**src/hw/rtl/hbridge_motor_speed_ramp_macros.svh**
```systemverilog
// assertion macros shared by the speed ramp rtl
// expects aclk and aresetn in the scope of use
`ifndef HBRIDGE_MOTOR_SPEED_RAMP_MACROS_SVH
`define HBRIDGE_MOTOR_SPEED_RAMP_MACROS_SVH

// property that holds at every edge out of reset
`define HMS_ASSERT_ALWAYS(label, expr, msg) \
    label: assert property (@(posedge aclk) disable iff (!aresetn) (expr)) else $error(msg);

// consequence in the cycle after the antecedent
`define HMS_ASSERT_NEXT(label, ante, cons, msg) \
    label: assert property (@(posedge aclk) disable iff (!aresetn) (ante) |=> (cons)) \
        else $error(msg);

`endif

```
**src/hw/rtl/hms_pkg.sv**
```systemverilog
// types and constants for the h-bridge motor speed ramp
// no dependencies
package hms_pkg;

    typedef enum logic [1:0] {
        OP_TICK = 2'd0,
        OP_MOVE = 2'd1,
        OP_STOP = 2'd2
    } op_t;

    localparam logic [1:0] CFG_INTERVAL = 2'd0;
    localparam logic [1:0] CFG_ACCEL    = 2'd1;
    localparam logic [1:0] CFG_DECEL    = 2'd2;

    localparam logic signed [10:0] SPEED_MAX = 11'sd255;
    localparam logic signed [10:0] SPEED_MIN = -11'sd255;
    localparam logic [7:0]         ELAPSED_SAT = 8'd255;

    typedef struct packed {
        logic [7:0] interval_ms;
        logic [7:0] accel_step;
        logic [7:0] decel_step;
    } cfg_t;

    // packed so that pwm_duty sits in the lowest bits
    typedef struct packed {
        logic              stepped;
        logic signed [8:0] current_speed;
        logic              dir_reverse;
        logic              dir_forward;
        logic [7:0]        pwm_duty;
    } res_t;

    localparam int RES_W   = $bits(res_t);
    localparam int TDATA_W = ((RES_W + 7) / 8) * 8;

endpackage

```
**src/hw/rtl/hms_cfg.sv**
```systemverilog
// configuration registers of the speed ramp
// depends on hms_pkg
module hms_cfg import hms_pkg::*; (
    input  logic       aclk,
    input  logic       aresetn,
    input  logic       cfg_we,
    input  logic [1:0] cfg_index,
    input  logic [7:0] cfg_wdata,
    output cfg_t       cfg
);

    cfg_t cfg_reg;

    always_ff @(posedge aclk) begin
        if (!aresetn) begin
            cfg_reg.interval_ms <= 8'd0;
            cfg_reg.accel_step  <= 8'd1;
            cfg_reg.decel_step  <= 8'd1;
        end else if (cfg_we) begin
            unique case (cfg_index)
                CFG_INTERVAL: cfg_reg.interval_ms <= cfg_wdata;
                CFG_ACCEL:    cfg_reg.accel_step  <= cfg_wdata;
                CFG_DECEL:    cfg_reg.decel_step  <= cfg_wdata;
                default: ;
            endcase
        end
    end

    assign cfg = cfg_reg;

endmodule

```
**src/hw/rtl/hms_ramp.sv**
```systemverilog
// ramp state (speed, elapsed count, held bridge outputs) and one-step update
// depends on hms_pkg and hbridge_motor_speed_ramp_macros.svh
`include "hbridge_motor_speed_ramp_macros.svh"
module hms_ramp import hms_pkg::*; (
    input  logic              aclk,
    input  logic              aresetn,
    input  cfg_t              cfg,
    input  logic              in_accept,
    input  logic [1:0]        in_op,
    input  logic signed [8:0] in_target,
    output res_t              res
);

    logic signed [8:0] speed_reg, speed_next;
    logic [7:0]        elapsed_reg, elapsed_next;
    logic [7:0]        duty_reg, duty_next;
    logic [1:0]        dir_reg, dir_next;

    logic signed [10:0] spd, tgt, acc_s, dec_s, nxt, neg;
    logic               due, stepped;

    assign spd   = {{2{speed_reg[8]}}, speed_reg};
    assign acc_s = $signed({3'b000, cfg.accel_step});
    assign dec_s = $signed({3'b000, cfg.decel_step});
    assign due   = (elapsed_reg >= cfg.interval_ms);

    always_comb begin
        tgt = {{2{in_target[8]}}, in_target};
        if (tgt < SPEED_MIN) begin
            tgt = SPEED_MIN;
        end
        nxt          = spd;
        neg          = 11'sd0;
        stepped      = 1'b0;
        elapsed_next = elapsed_reg;
        duty_next    = duty_reg;
        dir_next     = dir_reg;
        unique case (in_op)
            OP_TICK: begin
                if (elapsed_reg != ELAPSED_SAT) begin
                    elapsed_next = elapsed_reg + 8'd1;
                end
            end
            OP_MOVE: begin
                if (due) begin
                    stepped      = 1'b1;
                    elapsed_next = 8'd0;
                    if (tgt > spd) begin
                        nxt = spd + acc_s;
                        if (nxt > tgt) begin
                            nxt = tgt;
                        end
                    end else if (tgt < spd) begin
                        nxt = (spd > 11'sd0) ? spd - dec_s : spd - acc_s;
                        if (nxt < tgt) begin
                            nxt = tgt;
                        end
                    end
                end
                if (nxt > 11'sd0) begin
                    duty_next = nxt[7:0];
                    dir_next  = 2'b01;
                end else if (nxt < 11'sd0) begin
                    neg       = -nxt;
                    duty_next = neg[7:0];
                    dir_next  = 2'b10;
                end else begin
                    duty_next = 8'd0;
                    dir_next  = 2'b00;
                end
            end
            OP_STOP: begin
                if (due) begin
                    stepped      = 1'b1;
                    elapsed_next = 8'd0;
                    if (spd > 11'sd0) begin
                        nxt = spd - dec_s;
                        if (nxt < 11'sd0) begin
                            nxt = 11'sd0;
                        end
                    end else if (spd < 11'sd0) begin
                        nxt = spd + dec_s;
                        if (nxt > 11'sd0) begin
                            nxt = 11'sd0;
                        end
                    end
                end
            end
            default: ;
        endcase
        speed_next = nxt[8:0];
    end

    always_ff @(posedge aclk) begin
        if (!aresetn) begin
            speed_reg   <= 9'sd0;
            elapsed_reg <= ELAPSED_SAT;
            duty_reg    <= 8'd0;
            dir_reg     <= 2'b00;
        end else if (in_accept) begin
            speed_reg   <= speed_next;
            elapsed_reg <= elapsed_next;
            duty_reg    <= duty_next;
            dir_reg     <= dir_next;
        end
    end

    assign res.stepped       = stepped;
    assign res.current_speed = speed_next;
    assign res.dir_reverse   = dir_next[1];
    assign res.dir_forward   = dir_next[0];
    assign res.pwm_duty      = duty_next;

    `HMS_ASSERT_ALWAYS(a_speed_range,
        (speed_reg >= -9'sd255) && (speed_reg <= 9'sd255), "speed out of range")
    `HMS_ASSERT_ALWAYS(a_dir_exclusive, !(dir_reg[0] && dir_reg[1]), "both bridge inputs high")
    `HMS_ASSERT_ALWAYS(a_duty_matches_dir, (duty_reg == 8'd0) == (dir_reg == 2'b00),
        "duty and direction disagree")
    `HMS_ASSERT_NEXT(a_step_restarts, in_accept && stepped, elapsed_reg == 8'd0,
        "elapsed count not restarted")

endmodule

```
**src/hw/rtl/hms_out_queue.sv**
```systemverilog
// two-word result queue between the ramp update and the master side
// depends on hms_pkg
module hms_out_queue import hms_pkg::*; (
    input  logic aclk,
    input  logic aresetn,
    input  logic push,
    input  res_t push_data,
    output logic ready,
    output logic valid,
    input  logic pop,
    output res_t head
);

    res_t       mem_reg [2];
    logic       wr_ptr_reg, rd_ptr_reg;
    logic [1:0] count_reg, count_next;
    logic       do_pop;

    assign do_pop = pop && valid;
    assign ready  = (count_reg != 2'd2);
    assign valid  = (count_reg != 2'd0);
    assign head   = mem_reg[rd_ptr_reg];

    always_comb begin
        count_next = count_reg;
        if (push && !do_pop) begin
            count_next = count_reg + 2'd1;
        end else if (do_pop && !push) begin
            count_next = count_reg - 2'd1;
        end
    end

    always_ff @(posedge aclk) begin
        if (!aresetn) begin
            wr_ptr_reg <= 1'b0;
            rd_ptr_reg <= 1'b0;
            count_reg  <= 2'd0;
        end else begin
            if (push) begin
                wr_ptr_reg <= ~wr_ptr_reg;
            end
            if (do_pop) begin
                rd_ptr_reg <= ~rd_ptr_reg;
            end
            count_reg <= count_next;
        end
    end

    always_ff @(posedge aclk) begin
        if (push) begin
            mem_reg[wr_ptr_reg] <= push_data;
        end
    end

endmodule

```
**src/hw/rtl/hbridge_motor_speed_ramp.sv**
```systemverilog
// top level of the h-bridge motor speed ramp
// depends on hms_pkg, hms_cfg, hms_ramp and hms_out_queue
//
// s_ side takes one word per item: s_tuser holds the op (tick, move, stop),
// s_tdata the signed target speed used by a move. m_ side returns exactly one
// word per accepted item, in order: duty, direction bits, new speed and a
// flag telling whether a ramp step was taken.
// cfg_we/cfg_index/cfg_wdata write interval_ms (0), accel_step (1) and
// decel_step (2); other indexes are dropped. Write only while idle.
// The result for an accepted item is pushed into the result queue at the
// accept edge. Throughput: one item per cycle while s_tready is high; the
// speed and count registers are updated at the accept edge, so each item
// sees the state left by the one before it without any wait.
// A two-word result queue sits on the master side: s_tready stays high while
// at most one result waits, so the block keeps taking items while the
// receiver stalls, and drops s_tready once two results wait.
// Reset (aresetn low, synchronous): speed 0, bridge outputs low, elapsed
// count saturated at 255 so the first ramp step happens at once, interval 0,
// both step sizes 1, result queue empty.
module hbridge_motor_speed_ramp import hms_pkg::*; (
    input  logic               aclk,
    input  logic               aresetn,
    input  logic               cfg_we,
    input  logic [1:0]         cfg_index,
    input  logic [7:0]         cfg_wdata,
    input  logic               s_tvalid,
    output logic               s_tready,
    input  logic [15:0]        s_tdata,   // [8:0] target_speed
    input  logic [1:0]         s_tuser,   // [1:0] op
    output logic               m_tvalid,
    input  logic               m_tready,
    output logic [TDATA_W-1:0] m_tdata    // [7:0] pwm_duty, [8] dir_forward,
                                          // [9] dir_reverse, [18:10] current_speed,
                                          // [19] stepped
);

    cfg_t cfg;
    res_t res, head;
    logic s_accept;

    assign s_accept = s_tvalid && s_tready;

    hms_cfg u_cfg (
        .aclk      (aclk),
        .aresetn   (aresetn),
        .cfg_we    (cfg_we),
        .cfg_index (cfg_index),
        .cfg_wdata (cfg_wdata),
        .cfg       (cfg)
    );

    hms_ramp u_ramp (
        .aclk      (aclk),
        .aresetn   (aresetn),
        .cfg       (cfg),
        .in_accept (s_accept),
        .in_op     (s_tuser),
        .in_target ($signed(s_tdata[8:0])),
        .res       (res)
    );

    hms_out_queue u_queue (
        .aclk      (aclk),
        .aresetn   (aresetn),
        .push      (s_accept),
        .push_data (res),
        .ready     (s_tready),
        .valid     (m_tvalid),
        .pop       (m_tready),
        .head      (head)
    );

    assign m_tdata = {{(TDATA_W - RES_W){1'b0}}, head};

endmodule
```
**config.mk**
```make
export PLATFORM = sky130hd
export DESIGN_NAME = hbridge_motor_speed_ramp
export DESIGN_NICKNAME = d
export VERILOG_FILES = /design/src/hw/rtl/hms_pkg.sv /design/src/hw/rtl/hms_cfg.sv /design/src/hw/rtl/hms_ramp.sv /design/src/hw/rtl/hms_out_queue.sv /design/src/hw/rtl/hbridge_motor_speed_ramp.sv
export VERILOG_INCLUDE_DIRS = /design/src /design/src/hw/rtl
export SDC_FILE = /design/constraint.sdc
export NUM_CORES = 1
export LEC_CHECK = 0
export ABC_AREA = 1
export CAP_MARGIN = 5
export CORE_ASPECT_RATIO = 1.1
export CORE_MARGIN = 8
export CORE_UTILIZATION = 66
export CTS_CLUSTER_DIAMETER = 50
export DETAILED_ROUTE_END_ITERATION = 10
export DONT_BUFFER_PORTS = 1
export GPL_TIMING_DRIVEN = 0
export PLACE_DENSITY = 0.9
export SLEW_MARGIN = 20
export SYNTH_ARGS = -nofsm -noshare
export SYNTH_HDL_FRONTEND = slang
export SYNTH_HIERARCHICAL = 1
export SYNTH_SLANG_ARGS = --single-unit
```
**constraint.sdc**
```tcl
create_clock -name aclk -period 5.3 [get_ports aclk]
set_clock_uncertainty 0.15 [all_clocks]
set_input_delay 1.06 -clock aclk [delete_from_list [all_inputs] [get_ports aclk]]
set_output_delay 1.06 -clock aclk [all_outputs]
set_load 0.05 [all_outputs]
```
# ---- Yosys cells after proc, flatten, opt, wreduce, memory -nomap -nowiden
# Memories as Yosys holds them, arrays and structs flattened. A register that Yosys moved wholly into a read port is not among the register bits.
# Index checks and enable logic that the tools add are counted.
dict set report totals {
  reg_bits 55
  ramBits 40
  input_bits 33
  output_inout_bits 26
  wordCells 88
  memories 1
}
dict set report op_classes {
  n_addsub 8
  magnitude_cmp 12
  eq_ne 8
  n_mux 31
  n_bitwise 2
  reduce_logical 16
}
# name depth width read_ports rd_ports_with_merged_regs wr line_no
set mem_list {}
lappend mem_list {u_queue.mem_reg 2 20 1 1 1 hms_out_queue.sv:14} ;# res_t mem_reg [2];
# op n
set ops {}
lappend ops {{2-to-1 mux 11 bit} 8}
lappend ops {{2-to-1 mux 9 bit} 5}
lappend ops {{2-to-1 mux 8 bit} 5}
lappend ops {{adder 9 x 9 -> 10 bit} 2}
lappend ops {{subtractor 9 x 9 -> 10 bit} 2}
lappend ops {{case mux 9 bit (2 select lines)} 1}
lappend ops {{case mux 8 bit (2 select lines)} 1}
lappend ops {{> comparator 11 x 1 -> 1 bit, second input constant} 1}
lappend ops {{> comparator 11 bit} 1}
lappend ops {{> comparator 11 x 9 -> 1 bit} 1}
lappend ops {{less-than comparator 11 x 1 -> 1 bit, second input constant} 1}
lappend ops {{less-than comparator 11 bit} 1}
lappend ops {{less-than comparator 11 x 9 -> 1 bit} 1}
lappend ops {{> comparator 10 x 1 -> 1 bit, second input constant} 1}
lappend ops {{less-than comparator 10 x 1 -> 1 bit, second input constant} 1}
lappend ops {{2-to-1 mux 2 bit} 5}
lappend ops {{> comparator 9 x 1 -> 1 bit, second input constant} 1}
lappend ops {{less-than comparator 9 x 1 -> 1 bit, second input constant} 1}
lappend ops {{less-than comparator 9 bit, second input constant} 1}
lappend ops {{adder 8 x 1 -> 8 bit, second input constant} 1}
lappend ops {{>= comparator 8 bit} 1}
lappend ops {{!= test 8 bit, second input constant} 1}
lappend ops {{negation 8 bit} 1}
lappend ops {{2-to-1 mux 1 bit} 6}
lappend ops {{14 further kinds} 27}

# ---- Logic depth before layout (Yosys ltp)
dict set report depth {
  depth_word 12
  mapped_depth 38
  ltp_nobuf 38
}

# ---- Cells and area by module
# Netlist, hierarchy kept.
# mod instances cells_each area_per_inst_um2 seq_area_each_um2
set by_module_without_submodules {}
lappend by_module_without_submodules {hms_ramp 1 858 5217.5 540.5}
lappend by_module_without_submodules {hms_out_queue 1 98 1759.2 1301.2}
lappend by_module_without_submodules {hms_cfg 1 152 1031.0 480.5}
lappend by_module_without_submodules {hbridge_motor_speed_ramp 1 7 41.3 0.0}

# ---- Worst setup path after synthesis
# Ideal clock, no wire load.
dict set report synth_timing {
  path_kind {input-to-reg}
  startpoint {input port s_tdata[3]}
  endpoint {memory u_queue/mem_reg[0][2] (netlist name) (data pin)}
  setup_ps 253
  t_arrival_ps 4219
  required_ps 4897
  slack_ps 678
  cell_stages 28
  n_path_buf 0
  path_cell_list {nor4_1 -> a41o_1 -> ha_1 -> nor2_1 -> inv_1 -> ha_1 -> a21oi_1 -> o21a_1 -> nor2_1 -> nor3_2 -> nand2_4 -> nand2_4 -> nand3_1 -> nand3_1 -> nand2_1 -> nand2_1 -> nand2_1 -> nand2_1 -> ha_1 -> nand2_1 -> inv_2 -> nand2_4 -> inv_4 -> nand3_4 -> nand3_1 -> nand2_1 -> nand2_1 -> inv_1}
}
# item line_no
set synth_lines {}
lappend synth_lines {{start: declaration} hbridge_motor_speed_ramp.sv:28} ;# input logic [15:0] s_tdata,
lappend synth_lines {{end: declaration} hms_out_queue.sv:14}

==> run metrics <==
status=complete, no violations; unrepaired setup endpoints after global routing=no; drt wl/cell=15.9 µm; share of Yosys cell area claimed by the top area cell type=14.9%; worst hold path endpoint=u_cfg/cfg[21]; Core Util, Final=71.8%; Area Growth Syn to Fin=6.93%; Main synth FF type=dfxtp_1; total number of vias=7421; nets=1245; later-pin clock latency in the skew report=0.36 ns; met2 wire length=9690 µm; R2R depth=31; CP Buf/Inv Count=6; max layer used=met4; Clock transition at path regs=0.08 ns; Critical Path Source=u_ramp/speed_reg[0]; clock tree buffer depth=2; pre-CTS WS=0.0534 ns; multiplexer share of the synthesized area=3.73%; core area=12000 µm²; Tot GR Track Use=25.2%; largest net degree at the start of global routing=21; Hold Path Class=reg2reg; vias in the first global route=7032; Final GP Congestion=0.995; I/O Buffers=0; final non-filler cell total=1291; Worst Tran Pin Value=0.789 ns; FF-to-FF setup slack=0.25 ns; Commonest cells post-synth=229 x nand2_1, 178 x inv_1, 95 x nor2_1, 77 x a21oi_1, 77 x nand3_1; CP required=5.26 ns; Mean Syn Cell Area=7.22 µm²; post-synthesis compound-gate area fraction=13.1%; min Tclk post-route=5.05 ns; wire length of the first global-routing pass=33300 µm; Post-Route M1 WL=8460 µm; largest cells by area after synthesis=edfxtp_1 15%, dfxtp_1 14%, ha_1 12%; maximum clock rate=198 MHz; CP startpoint kind=register; CTS buffer count=9; Inst Count DP=1273; Power Density=550 nW/µm²; Die H=132 µm; Worst path max stage delay=0.43 ns; CTS Hold Bufs=0; sw frac=52.3%; DR pass1 iterations=6; crit-path leading delay family=simple AND/OR/NAND/NOR gates; Post-Synth Adder-Cell Area=12.8%; layout cells sized above 1=12.5%; worst reg2reg path startpoint=u_ramp/speed_reg[0]; Slowest cell on crit path=fa_1; part of the power in the clock network=13.8%; final WL=20500 µm; Setup TNS Final=0 ns; Remaining DRCs=0; Worst Setup End Kind=register; Synth Area in XOR/XNOR=2.61%; Worst Slack Setup Final=0.252 ns; Final Hold Viols=0; Lkg Pwr=0.00437 µW; fin crit share=95.2%; CP Data Arrival Time=5.01 ns; initial antenna violation count=0; maximum VDD drop=0.345 mV; WHS Path Cells=2; Mapped Area=8050 µm²; Comb power frac=63.5%; htree depth=3; number of cells on the critical path=31; row cnt=42; Sw Pwr=2480 µW; largest family of logic cells by synthesized area=simple AND/OR/NAND/NOR gates; sequential element share of the synthesized area=28.9%; cell taking the most area after synthesis=edfxtp_1; diode count=0; Post-Synth Simple-Gate Area=27.2%; Flop pwr share=22.7%; Async SR Flop Fraction=0%; kind of critical path=reg2reg; Antenna Nets Post-Route=0; Slew Limit Fails=0; DIE AREA=16000 µm²; HP Start=u_cfg/cfg[21]; root buf cell=clkbuf_16; Crit path top cell by count=nand2_1; initial core utilization=67.2%; Distinct cells, synth=49; Die Wd=121 µm; Syn Inst Count=1115; CTS tree=done; IO Pins=59; dpl hpwl=15700 µm; GRT overflow=0; vias per cell=5.75; Met3 Wirelength=1740 µm; Final setup viols=0; P_int=2260 µW; Max Cap Viol=0; most frequent cell after synthesis=nand2_1; r2r endpoint=u_queue/mem_reg[1][4]; max reg flops=40; flops & latches, synth=96; Yosys warnings=6; Max transition margin=47.3%; crit path max fanout=8; clock sink total=96; Initial DRC Count=706; EDFF count, synth=40
[cell type report]
type                            instances  area [µm²]
Sequential cell                        96        2330
Multi-Input combinational cell        795        4820
Clock inverter                          7        71.3
Buffer                                 37         219
Fill cell                             938        3370
Clock buffer                            9         225
Tap cell                              154         193
Timing Repair Buffer                    3        26.3
Inverter                              190         718
[power groups by stage]
stage	Clock [µW]	Sequential (µW)	Combinational, µW
floorplan	0	1040	2340
finish	653	1080	3010
global route	681	1090	3270
global placement	0	1070	2790
CTS	653	1070	2900
detailed placement	0	1080	2870
[placed cells by master, fill, tap and decap left out, drive strengths merged]
| cell | synthesis | final |
|---|---|---|
| nand4 | 14 | 14 |
| nor3 | 11 | 11 |
| xor2 | 21 | 21 |
| nand3b | 3 | 3 |
| clkinvlp | 0 | 2 |
| conb | 1 | 4 |
| o211ai | 9 | 9 |
| clkinv | 2 | 3 |
| nor4 | 3 | 3 |
| or2 | 2 | 2 |
| edfxtp | 40 | 40 |
| buf | 27 | 30 |
| a21oi | 78 | 78 |
| ha | 76 | 76 |
| nand3 | 86 | 86 |
| o22ai | 2 | 2 |
| fa | 4 | 4 |
| xnor2 | 3 | 3 |
| a221oi | 1 | 1 |
| mux2 | 20 | 20 |
| o311ai | 1 | 1 |
| nor2 | 101 | 101 |
| nand2 | 258 | 258 |
| a211oi | 2 | 2 |
| a41o | 1 | 1 |
| inv | 188 | 192 |
| a21o | 3 | 3 |
| a31oi | 5 | 5 |
| o21bai | 3 | 3 |
| o21ai | 80 | 80 |
| clkbuf | 10 | 19 |
| o21a | 3 | 3 |
| o31ai | 1 | 1 |
| dfxtp | 56 | 56 |
[worst max-delay path by stage]
stage	to	slack (ns)
finish	u_queue/mem_reg[1][4]	0.25
global route	u_queue/mem_reg[1][8]	0.01
CTS	u_queue/mem_reg[0][8]	0.05
detailed placement	u_queue/mem_reg[0][8]	0.05
global placement	u_queue/mem_reg[0][8]	0.08
floorplan	u_queue/mem_reg[0][2]	0.68
[layer usage]
| metal | global-route usage [%] | vias up |
|---|---|---|
| met2 | 41.8 | 361 |
| met3 | 4.28 | 62 |
| met5 | 0 | - |
| met4 | 11.1 | 0 |
| met1 | 31.3 | 3347 |
| li1 | - | 3651 |
[what timing repair did]
action | CTS | global route
endpoints found under the setup margin | 0 | 32
resized for setup | 0 | 15
buffers inserted | 0 | 2
[per-stage QoR]
step	hold slack, ns	area, µm²	power [µW]
after floorplan	0.302	8060	3380
after global placement	0.313	8250	3870
after detailed placement	0.323	8270	3950
after CTS	0.342	8560	4630
after global routing	0.371	8610	5040
final	0.337	8610	4740
[worst register-to-register path: cells and delay by family (launching register included)]
family                     cells  cell delay [ns]
DFF                            1             0.41
adders and majority gates      4             1.10
buffers and inverters          6             0.60
xor gates and xnor gates       1             0.30
AOI/OAI and AO/OA              4             0.56
and+or+nand+nor               16             1.65
[kinds of logic (layout without fill, tap and decap cells)]
group	count (synthesis)	after routing
other cells	1	4
flops	96	96
mux	20	20
simple gates	478	478
buf+inv	227	246
compound gates	189	189
fa+ha+maj	80	80
xor+xnor	24	24
Note: power is estimated with default switching activity, not from simulation.
